$ cat config.mk
export PLATFORM = sky130hd
export DESIGN_NAME = tcwa_divider
export DESIGN_NICKNAME = d
export VERILOG_FILES = /design/src/hw/rtl/thresholded_cross_window_average_defines.svh /design/src/hw/rtl/tcwa_divider.sv
export SDC_FILE = /design/constraint.sdc
export NUM_CORES = 1
export LEC_CHECK = 0
export ABC_AREA = 0
export ABC_CLOCK_PERIOD_IN_PS = 2250
export BUFFER_PORTS_ARGS = -buffer_cell sky130_fd_sc_hd__buf_2
export CELL_PAD_IN_SITES_DETAIL_PLACEMENT = 0
export CELL_PAD_IN_SITES_GLOBAL_PLACEMENT = 1
export CORE_UTILIZATION = 41
export DETAILED_ROUTE_END_ITERATION = 16
export PLACE_DENSITY_LB_ADDON = 0.2
export SYNTH_ARGS = -nofsm -noshare
export SYNTH_HDL_FRONTEND = slang
export SYNTH_SLANG_ARGS = --single-unit
$ cat constraint.sdc
create_clock -name clock -period 2.25 [get_ports clock]
set_input_delay 0.45 -clock clock [delete_from_list [all_inputs] [get_ports clock]]
set_output_delay 0.45 -clock clock [all_outputs]
set_load 0.01 [all_outputs]
$ cat src/hw/rtl/thresholded_cross_window_average_defines.svh
// ----------------------------------------------------------------------------
// Assertion macros for the thresholded cross-window average block
// Shared helpers that wrap clocked implication checks.
// ----------------------------------------------------------------------------
`ifndef THRESHOLDED_CROSS_WINDOW_AVERAGE_DEFINES_SVH
`define THRESHOLDED_CROSS_WINDOW_AVERAGE_DEFINES_SVH

// Same-cycle implication, disabled during reset.
`define TCWA_ASSERT_SAME(label, pre, post) \
   label: assert property (@(posedge clock) disable iff (reset) (pre) |-> (post)) \
      else $error("tcwa check failed");

// Next-cycle implication, disabled during reset.
`define TCWA_ASSERT_NEXT(label, pre, post) \
   label: assert property (@(posedge clock) disable iff (reset) (pre) |=> (post)) \
      else $error("tcwa check failed");

`endif

$ cat src/hw/rtl/tcwa_divider.sv
// ----------------------------------------------------------------------------
// Window mean divider
// Restoring divider that retires one quotient bit per cycle.
// ----------------------------------------------------------------------------
`default_nettype none
module tcwa_divider #(
   parameter int NUM_W = 14,
   parameter int DEN_W = 6
) (
   input  wire logic             clock,
   input  wire logic             reset,
   input  wire logic             start,
   input  wire logic [NUM_W-1:0] numer,
   input  wire logic [DEN_W-1:0] denom,
   output logic                  done,
   output logic      [NUM_W-1:0] quot
);
   localparam int CW = $clog2(NUM_W + 1);

   logic             busy_ff, busy_in;
   logic             done_ff, done_in;
   logic [CW-1:0]    cnt_ff, cnt_in;
   logic [DEN_W-1:0] rem_ff, rem_in;
   logic [DEN_W-1:0] den_ff, den_in;
   logic [NUM_W-1:0] quo_ff, quo_in;
   logic [DEN_W:0]   trial;
   logic             bit_q;

   always_comb begin
      trial  = {rem_ff, quo_ff[NUM_W-1]};
      bit_q  = trial >= {1'b0, den_ff};
      busy_in = busy_ff;
      done_in = 1'b0;
      cnt_in  = cnt_ff;
      rem_in  = rem_ff;
      den_in  = den_ff;
      quo_in  = quo_ff;
      if (start) begin
         busy_in = 1'b1;
         cnt_in  = CW'(NUM_W);
         rem_in  = '0;
         den_in  = denom;
         quo_in  = numer;
      end else if (busy_ff) begin
         rem_in = bit_q ? DEN_W'(trial - {1'b0, den_ff}) : DEN_W'(trial);
         quo_in = {quo_ff[NUM_W-2:0], bit_q};
         cnt_in = cnt_ff - CW'(1);
         if (cnt_ff == CW'(1)) begin
            busy_in = 1'b0;
            done_in = 1'b1;
         end
      end
   end

   always_ff @(posedge clock) begin
      if (reset) begin
         busy_ff <= 1'b0;
         done_ff <= 1'b0;
         cnt_ff  <= '0;
      end else begin
         busy_ff <= busy_in;
         done_ff <= done_in;
         cnt_ff  <= cnt_in;
      end
      rem_ff <= rem_in;
      den_ff <= den_in;
      quo_ff <= quo_in;
   end

   assign done = done_ff;
   assign quot = quo_ff;
endmodule
`default_nettype wire

Word-level counts from Yosys, hierarchy flattened
Cells that the tools add are included.

operators by class
  muxes and demuxes = 9
  divide/modulo/power cells = 0
  $mul = 0
  reductions and logical operators = 3
  $add $sub $neg = 2
  $lt $le $gt $ge = 1
  bitwise logic cells = 1
  shifts and indexed selects = 0
  equal/unequal tests = 1

operators with widths
  cell                                              count
  2-to-1 mux 14 bit                                 2
  2-to-1 mux 4 bit                                  2
  >= comparator 7 x 6 -> 1 bit                      1
  2-to-1 mux 6 bit                                  1
  subtractor 6 bit                                  1
  == test 4 x 1 -> 1 bit, second input constant     1
  2-to-1 mux 1 bit                                  4
  subtractor 4 x 1 -> 4 bit, second input constant  1
  OR reduction 3 bit                                1
  nonzero test 2 bit                                1
  OR reduction 2 bit                                1
  NOT 1 bit                                         1

word-level totals
  RAM bits = 0
  output and inout bits = 15
  input bits = 23
  memories kept = 0
  bits in latches = 0
  bits in registers = 32
  memory bits (read-only) = 0

Depth between registers and ports, before layout
Gate-level depths: netlist (run 1).

  depth in word-level cells = 4
  gate-level depth with buffers = 8
  gate-level depth less buffers = 8

Least setup slack after synthesis (run 1)
OpenSTA, ideal clock, no wires.

  kind = register to register
  start = reg quo_ff[13] (netlist: quot[13])
  end = reg rem_ff[0]
  buffers on the path = 1
  path slack = 0.337 ns
  period minus slack after synthesis = 1.913 ns
  library setup time = 0.095 ns
  stages on the path, launching flop included = 9
  arrival = 1.818 ns
  required time = 2.155 ns
  cells stage by stage = edfxtp_1 > inv_1 > ha_1 > nor2b_1 > o21ai_1 > a41o_1 > buf_6 > or4b_1 > o311ai_1

between the ends
  word-level cells in the longest chain between the ends = 2
  elaborated cells on any way between the ends = 3
  those cells by class = add/sub: 1; order compare: 1; mux: 1

ends and longest elaborated chain
  what                                                              RTL line                                text
  start: declaration                                                tcwa_divider.sv:25                      logic [NUM_W-1:0] quo_ff, quo_in;
  start signal: assignment                                          tcwa_divider.sv:67                      quo_ff <= quo_in;
  subtractor 6 bit or >= comparator 7 x 6 -> 1 bit (tied branches)  tcwa_divider.sv:45, tcwa_divider.sv:31
  2-to-1 mux 6 bit *                                                tcwa_divider.sv:45                      rem_in = bit_q ? DEN_W'(trial - {1'b0, den_ff}) : DEN_W'(trial);
  end signal: assignment                                            tcwa_divider.sv:65                      rem_ff <= rem_in;
  end: declaration                                                  tcwa_divider.sv:23                      logic [DEN_W-1:0] rem_ff, rem_in;

Mark *: on every way between the ends. The rest lies on a longest branch, timed or not.
A chain may end at the register's enable or synchronous reset.

Final worst setup path (run 1)
  start = reg quo_ff[13] (netlist: quot[13])
  end = reg rem_ff[4]

The elaborated chain is that of the path after synthesis.

==> out/results.txt, run 1 <==
reg2reg end = rem_ff[4]$_SDFFE_PP0P_
Comb power frac = 0.211
critical path class = reg2reg
Syn Inst Count = 138
syn avg cell area = 11.8 sq um
nature of the critical path startpoint = register
register area share after synthesis = 0.515
Setup TNS = 0 ns
Die Wd = 65.1 um
Finished Cell Area = 0.00194 sq mm
reg-to-reg setup timing slack = 0.21 ns
slew margin rel. = 0.682
number of antenna violations at the first check in global routing = 0
Sw Pwr = 0.000396 W
Crit path largest cell delay = 0.41 ns
TritonRoute pass-1 iters = 4
clock share of power = 0.300
CP Capture Type = register
post_cts resized = 0
Worst Setup SP = quot[13]$_DFFE_PP_
fin crit share = 0.909
power per cell area = 763 mW/mm^2
DRC = 0
WL final = 2970 um
HP Class = in2reg
max-cap viol count = 0
CP max stage cell = fa_1
DR vias = 1,136
# H-tree levels = 2
most common flop cell mapped by yosys = edfxtp_1
Area Growth Syn to Fin = 19.0%
Placement Cell Area = 0.00185 sq mm
CTS tree = yes
Initial Utilization = 0.436
Post-CTS Hold Fix Bufs = 0
CP endpoint = rem_ff[4]$_SDFFE_PP0P_
clock skew = 0.00535 ns
Nets = 212
vias per cell = 4.98
hpwl dp = 2120 um
DR WL/cell = 13.0 um
CP cell instances = inv_1 -> ha_1 -> fa_1 -> or2b_1 -> a21oi_1 -> xor2_1 -> mux2i_1 -> a211oi_2
Port Buffer Count = 37
Final Hold Vio Count = 0
clk_lat worst skew = 0.28 ns
Synth cell types = 36
reg2reg path depth = 8
commonest cells after routing, fill and taps aside = 37 x buf_2, 20 x edfxtp_1, 14 x mux2_2
WP data required = 2.45 ns
final setup fails = 0
IO Count = 38
R2R Path Start = quot[13]$_DFFE_PP_
Flop pwr share = 0.489
first-pass GRT wire length = 4950 um
Initial DRC Count = 27
LEAKAGE = 0.811 nW
unrepaired setup endpoints after global routing = no
status = finished, final reports clean
Root Driver = clkbuf_8
number of synthesized flops with an enable pin = 20
Die H = 65.1 um
Worst-path clk slew = 0.06 ns
Tightest Pin Transition = 0.476 ns
fin crit period = 2.04 ns
crit-path max FO = 3
Placer Congestion = 0.734
num rows = 22
Power Internal = 0.00109 W
post-CTS setup buffers = 0
fmax = 489 MHz
GRT Residual Overflow = 0
antenna cells = 0
largest net degree at the start of global routing = 22
final core utilization = 0.519
synth warn = 0
share of cells above drive strength 1 = 0.350
commonest non-fill, non-tap cell in the layout = buf_2
WHS = 0.345 ns
GRT Total Usage = 0.157
Synth Register Bits = 32
VDD IR max = 0.489 mV
DIE AREA = 0.00424 sq mm
Clock Sinks = 32
Slew Viols, Final = 0
async set-reset flop share out of synthesis = 0
Mapped Area = 0.00163 sq mm
post-route ant nets = 0
CTS max path bufs = 2
Core ar. = 0.00374 sq mm
net count of the mapped netlist = 171
switching fraction of total power = 0.267
CTS Buf Count = 5
number of global-route vias before repair = 1,093
crit path DAT = 2.24 ns
## layer usage
metal  routed length (um)  vias to the layer above  global-route usage
met5                    0                        -                   0
met4                   48                        0              0.0652
met3                  144                        5              0.0538
met2                 1390                       32               0.246
met1                 1380                      521               0.198
li1                     -                      578                   -
## critical path: cells and delay by family, from the launching register on
kind            cells  cell delay [ns]
fa+ha+maj           2             0.61
compound gates      2             0.41
flops               1             0.34
simple gates        1             0.25
xor+xnor            1             0.17
mux                 1             0.11
buf+inv             1             0.07
## synth_stat cells, types with 3 or more instances
library cell  count  share of area
mux2i_1           4          0.025
nor2_1            9          0.021
a21oi_1           7          0.021
o21ai_0           5          0.015
mux2_2           14          0.097
edfxtp_1         20           0.37
inv_1            12          0.028
xnor2_1           3          0.016
nand2_1           5          0.011
dfxtp_1          12           0.15
buf_6             3          0.021
xor2_1            3          0.016
nand2b_1          3          0.011
a211oi_1          4          0.018
ha_1              9          0.069
## per-stage QoR
stage          setup slack (ns)  cells  total power (W)
4_1_cts                   0.161    228          0.00150
6_report                  0.205    228          0.00148
2_1_floorplan             0.337    138         0.000962
5_1_grt                  0.0681    228          0.00157
3_5_place_dp              0.232    220          0.00105
3_3_place_gp              0.226    220          0.00104
## registers in the layout (all words and copies together) (netlist names)
| register | count |
|---|---|
| busy_ff | 1 |
| cnt_ff | 4 |
| quot | 14 |
| den_ff | 6 |
| rem_ff | 6 |
| done | 1 |
## cell type report
type,count,area [sq um]
Inverter,13,48.8
Multi-Input combinational cell,88,703
Sequential cell,32,841
Tap cell,48,60.1
Fill cell,380,1800
Clock buffer,8,90.1
Timing Repair Buffer,39,200
## worst min path at each step
stage / start / slack (ns) / cells after the start / end
floorplan: busy_ff$_SDFF_PP0_ / 0.46 / 2 / done$_SDFF_PP0_
global placement: rem_ff[2]$_SDFFE_PP0P_ / 0.49 / 2 / rem_ff[2]$_SDFFE_PP0P_
detailed placement: rem_ff[5]$_SDFFE_PP0P_ / 0.50 / 2 / rem_ff[5]$_SDFFE_PP0P_
CTS: denom[2] / 0.34 / 1 / den_ff[2]$_DFFE_PP_
global route: denom[0] / 0.33 / 1 / den_ff[0]$_DFFE_PP_
finish: denom[2] / 0.34 / 1 / den_ff[2]$_DFFE_PP_
## power by group through the flow
| stage | clock (W) | sequential, W | combinational [W] |
|---|---|---|---|
| finish | 0.000445 | 0.000725 | 0.000313 |
| global route | 0.000487 | 0.000732 | 0.000348 |
| CTS | 0.000457 | 0.000726 | 0.000314 |
| detailed placement | 0 | 0.000736 | 0.000312 |
| global placement | 0 | 0.000735 | 0.000305 |
| floorplan | 0 | 0.000742 | 0.000220 |
## logic make-up (layout without fill, tap and decap cells)
kind of cell / after synthesis / after routing / share of synthesized area
muxes: 18 / 18 / 0.121
AOI/OAI and AO/OA: 25 / 25 / 0.0973
DFF: 32 / 32 / 0.515
adders and majority gates: 10 / 10 / 0.0812
buffers and inverters: 18 / 60 / 0.0575
xor gates and xnor gates: 6 / 6 / 0.0322
and+or+nand+nor: 29 / 29 / 0.0958
Note: power is estimated with default switching activity, not from simulation.
==> run 2: changes to the inputs <==
PLACE_DENSITY_LB_ADDON = 0.1   (was 0.2)
==> out/results.txt, run 2 (same netlist as run 1, synthesis figures left out) <==
power per cell area = 776 mW/mm^2 (+1.8%)
critical path class = reg2reg
Hold Path Origin = denom[1]
WHS = 0.339 ns (-0.00532 ns)
WP data required = 2.45 ns (about the same)
Core ar. = 0.00374 sq mm (unchanged)
VDD IR max = 0.472 mV (-3.5%)
GRT Total Usage = 0.156 (-0.00143)
share of cells above drive strength 1 = 0.359 (+0.00912)
IO Count = 38 (unchanged)
Port Buffer Count = 37 (unchanged)
reg2reg end = rem_ff[4]$_SDFFE_PP0P_
reg-to-reg setup timing slack = 0.16 ns (-0.05 ns)
post-route ant nets = 0 (unchanged)
Placer Congestion = 0.802 (+9.2%)
GRT Residual Overflow = 0 (unchanged)
DR WL/cell = 12.7 um (-2.1%)
Place WS = 0.166 ns (-0.0667 ns)
unrepaired setup endpoints after global routing = no
Slew Viols, Final = 0 (unchanged)
Worst-path clk slew = 0.06 ns (about the same)
Clock Sinks = 32 (unchanged)
clk_lat worst skew = 0.28 ns (about the same)
Root Driver = clkbuf_8
hpwl dp = 2080 um (-1.8%)
Die H = 65.1 um (unchanged)
Area Growth Syn to Fin = 20.0%
commonest non-fill, non-tap cell in the layout = buf_2
crit path DAT = 2.29 ns (+0.05 ns)
CTS Buf Count = 5 (unchanged)
LEAKAGE = 0.821 nW (+1.2%)
max-cap viol count = 0 (unchanged)
fin crit share = 0.930 (+0.0213)
slew margin rel. = 0.677 (-0.00508)
largest net degree at the start of global routing = 25 (+14%)
CP Capture Type = register
number of antenna violations at the first check in global routing = 0 (unchanged)
max FFs per register = 14 (unchanged)
CTS max path bufs = 2 (unchanged)
crit-path max FO = 2 (-1)
Final Hold Vio Count = 0 (unchanged)
Crit path largest cell delay = 0.42 ns (about the same)
clock skew = 0.00437 ns (-0.000980 ns)
HP Class = in2reg
Worst Hold Depth = 1 (unchanged)
Worst Setup Slack, final = 0.157 ns (-0.0480 ns)
reg2reg path depth = 7 (-1)
antenna cells = 0 (unchanged)
commonest cells after routing, fill and taps aside = 37 x buf_2, 20 x edfxtp_1, 14 x mux2_2
CTS tree = yes
fmax = 478 MHz (-2.3%)
Endpoint, Worst Hold = den_ff[1]$_DFFE_PP_
Initial DRC Count = 28 (+3.7%)
Nets = 213 (+0.47%)
nature of the critical path startpoint = register
first-pass GRT wire length = 4830 um (-2.5%)
DIE AREA = 0.00424 sq mm (unchanged)
CP max stage cell = fa_1
final core utilization = 0.523 (+0.00434)
# H-tree levels = 2 (unchanged)
num rows = 22 (unchanged)
status = finished, final reports clean
Die Wd = 65.1 um (unchanged)
final setup fails = 0 (unchanged)
DR vias = 1,146 (+0.88%)
Setup TNS = 0 ns (unchanged)
Initial Utilization = 0.436 (unchanged)
fin crit period = 2.09 ns (+0.0480 ns)
post-CTS setup buffers = 0 (unchanged)
number of global-route vias before repair = 1,045 (-4.4%)
vias per cell = 5.00 (+0.44%)
DRC = 0 (unchanged)
CP cell instances = ha_1 -> fa_1 -> or2b_1 -> a21oi_2 -> xor2_1 -> mux2i_1 -> a211oi_1
Tightest Pin Transition = 0.484 ns (+0.00827 ns)
WL final = 2920 um (-1.7%)
R2R Path Start = den_ff[0]$_DFFE_PP_
TritonRoute pass-1 iters = 4 (unchanged)
-- run 2: cell count changes in the layout (fill, tap and decap cells not counted), sizes merged --
cell | previous run | this run
buf | 39 | 40
-- run 2: worst max-delay path by stage --
| stage | to | depth (start not counted) | startpoint |
|---|---|---|---|
| after floorplan | rem_ff[0]$_SDFFE_PP0P_ | 8 | quot[13]$_DFFE_PP_ |
| after global placement | rem_ff[4]$_SDFFE_PP0P_ | 7 | den_ff[0]$_DFFE_PP_ |
| after detailed placement | rem_ff[4]$_SDFFE_PP0P_ | 7 | den_ff[0]$_DFFE_PP_ |
| after CTS | rem_ff[4]$_SDFFE_PP0P_ | 7 | den_ff[0]$_DFFE_PP_ |
| after global routing | rem_ff[4]$_SDFFE_PP0P_ | 7 | den_ff[0]$_DFFE_PP_ |
| final | rem_ff[4]$_SDFFE_PP0P_ | 7 | den_ff[0]$_DFFE_PP_ |
-- run 2: per-stage QoR --
stage / area (sq um) / total power, W / std cells
2_1_floorplan: 1630 / 0.000962 / 138
3_3_place_gp: 1860 / 0.00105 / 221
3_5_place_dp: 1860 / 0.00105 / 221
4_1_cts: 1960 / 0.00154 / 229
5_1_grt: 1960 / 0.00161 / 229
6_report: 1960 / 0.00152 / 229
-- run 2: layout make-up --
type,instances,area [sq um]
Multi-Input combinational cell,88,702
Clock buffer,8,100
Fill cell,354,1780
Timing Repair Buffer,40,208
Tap cell,48,60.1
Inverter,13,48.8
Sequential cell,32,841
-- run 2: worst max-delay path: cells and delay by family, from the launching register on --
kind	cells	cell delay [ns]
AND/OR/NAND/NOR	1	0.27
multiplexers	1	0.11
adder cells (fa/ha/maj)	2	0.65
XOR/XNOR	1	0.20
flip-flops	1	0.40
AO/OA/AOI/OAI	2	0.38
-- run 2: routing by layer --
metal	share of wire	vias to the layer above	track usage
met5	0	-	0
met4	0.026	0	0.0978
met3	0.046	8	0.0382
met2	0.46	27	0.228
met1	0.47	531	0.206
li1	-	580	-
-- run 2: report_power, final --
part / switching (W) / internal, W / total [W]
sequential: 0.0000344 / 0.000690 / 0.000724
clock: 0.000203 / 0.000279 / 0.000482
combinational: 0.000165 / 0.000150 / 0.000315
total: 0.000403 / 0.00112 / 0.00152
-- run 2: timing repair --
item | CTS | global route
endpoints found under the setup margin | 0 | 1
gates resized for setup | 0 | 1
hold buffers | 0 | 0
==> run 3: changes to the inputs <==
ABC_CLOCK_PERIOD_IN_PS = 1900   (was 2250)
CORE_UTILIZATION = 37   (was 41)
clock period = 1.9 ns   (was 2.25 ns; I/O delays follow)
==> out/results.txt, run 3 (same netlist as run 1, synthesis figures left out) <==
max FFs per register = 14 (unchanged)
status = finished, final reports clean
hpwl dp = 2350 um (+13%)
Worst Setup Slack, final = 0.0170 ns (-0.140 ns)
CP Capture Type = register
first-pass GRT wire length = 5010 um (+3.7%)
Slew Viols, Final = 0 (unchanged)
number of global-route vias before repair = 1,109 (+6.1%)
LEAKAGE = 0.847 nW (+3.2%)
Initial DRC Count = 39 (+39%)
Hold Path Origin = denom[5]
HP Class = in2reg
GRT Residual Overflow = 0 (unchanged)
Root Driver = clkbuf_8
slew margin rel. = 0.731 (+0.0538)
WP data required = 2.08 ns (-0.37 ns)
crit path DAT = 2.06 ns (-0.23 ns)
Clock Sinks = 32 (unchanged)
Tightest Pin Transition = 0.404 ns (-0.0806 ns)
Die H = 68.4 um (+5.1%)
critical path class = reg2reg
Post-CTS Hold Fix Bufs = 0 (unchanged)
WHS = 0.272 ns (-0.0672 ns)
largest net degree at the start of global routing = 20 (-20%)
fmax = 531 MHz (+11%)
DRC = 0 (unchanged)
Port Buffer Count = 37 (unchanged)
post-route ant nets = 0 (unchanged)
max-cap viol count = 0 (unchanged)
unrepaired setup endpoints after global routing = yes
Worst Setup SP = quot[13]$_DFFE_PP_
fin crit share = 0.991 (+0.0608)
CTS max path bufs = 2 (unchanged)
Placer Congestion = 0.784 (-2.2%)
R2R Path Start = quot[13]$_DFFE_PP_
TritonRoute pass-1 iters = 4 (unchanged)
# H-tree levels = 2 (unchanged)
antenna cells = 0 (unchanged)
nature of the critical path startpoint = register
final setup fails = 0 (unchanged)
Initial Utilization = 0.397 (-0.0394)
crit-path max FO = 5 (+3)
number of antenna violations at the first check in global routing = 0 (unchanged)
CTS Buf Count = 5 (unchanged)
clk_lat worst skew = 0.28 ns (about the same)
fin crit period = 1.88 ns (-0.210 ns)
placed cell count = 229 (+3.6%)
GRT Total Usage = 0.154 (-0.00161)
Die Wd = 68.4 um (+5.1%)
Final Hold Vio Count = 0 (unchanged)
Nets = 220 (+3.3%)
DR vias = 1,157 (+0.96%)
commonest cells after routing, fill and taps aside = 37 x buf_2, 20 x edfxtp_1, 14 x mux2_2
clock skew = 0.00663 ns (+0.00226 ns)
CTS tree = yes
power per cell area = 886 mW/mm^2 (+14%)
Core ar. = 0.00412 sq mm (+9.9%)
share of cells above drive strength 1 = 0.420 (+0.0611)
IO Count = 38 (unchanged)
DR WL/cell = 13.7 um (+7.2%)
Worst-path clk slew = 0.07 ns (about the same)
post-route insts no fill = 238 (+3.9%)
DIE AREA = 0.00468 sq mm (+10%)
final core utilization = 0.495 (-0.0284)
Place WS = -0.0646 ns (-0.230 ns)
VDD IR max = 0.335 mV (-29%)
Area Growth Syn to Fin = 24.8%
vias per cell = 4.86 (-2.9%)
commonest non-fill, non-tap cell in the layout = buf_2
num rows = 23 (+4.5%)
WL final = 3250 um (+11%)
## run 3: cell types whose count changed in the layout (fill, tap and decap cells not counted), sizes merged
cell / before / now
buf: 40 / 47
clkbuf: 8 / 7
clkinv: 1 / 2
## run 3: report_power, final
group | leakage [nW] | switching (W) | internal, W
Clock | 0.0422 | 0.000246 | 0.000257
Combinational | 0.506 | 0.000215 | 0.000229
Sequential | 0.299 | 0.0000412 | 0.000816
## run 3: repair_timing
item,4_1_cts,5_1_grt
buffers inserted,0,1
gates resized for setup,2,8
endpoints found under the setup margin,1,6
pin swaps,1,4
gates cloned,0,0
## run 3: metrics by stage
| stage | total power [W] | TNS (ns) | area [sq um] |
|---|---|---|---|
| after floorplan | 0.00114 | 0 | 1630 |
| after global placement | 0.00127 | 0 | 1900 |
| after detailed placement | 0.00128 | -0.0646 | 1900 |
| after CTS | 0.00180 | 0 | 1990 |
| after global routing | 0.00192 | -0.166 | 2040 |
| final | 0.00180 | 0 | 2040 |
## run 3: final timing paths
check | to | slack (ns) | cells past startpoint
hold reg to reg | rem_ff[2]$_SDFFE_PP0P_ | 0.52 | 2
setup reg to reg | rem_ff[0]$_SDFFE_PP0P_ | 0.02 | 7
setup / recovery | rem_ff[0]$_SDFFE_PP0P_ | 0.02 | 7
hold / removal | den_ff[5]$_DFFE_PP_ | 0.27 | 1
## run 3: worst max-delay path, stage by stage, from the launching register on
cell and delay, ns:
edfxtp_1 0.40, inv_2 0.09, ha_1 0.25, nor2b_1 0.12, o21ai_1 0.08, a41o_1 0.28
or4b_1 0.49, o311ai_1 0.09
## run 3: routing by layer
| layer | vias to the layer above | track usage | wire length, um |
|---|---|---|---|
| li1 | 593 | - | - |
| met1 | 538 | 0.185 | 1490 |
| met2 | 21 | 0.241 | 1600 |
| met3 | 5 | 0.0700 | 122 |
| met4 | 0 | 0.0547 | 37 |
| met5 | - | 0 | 0 |
## run 3: layout make-up
type | instances | area, sq um
clock buffers | 7 | 76.3
clock inverters | 1 | 5.00
fillers | 391 | 2080
inverters | 13 | 48.8
multi-input cells | 88 | 739
flip-flops and latches | 32 | 841
well taps | 50 | 62.6
repair buffers | 47 | 264
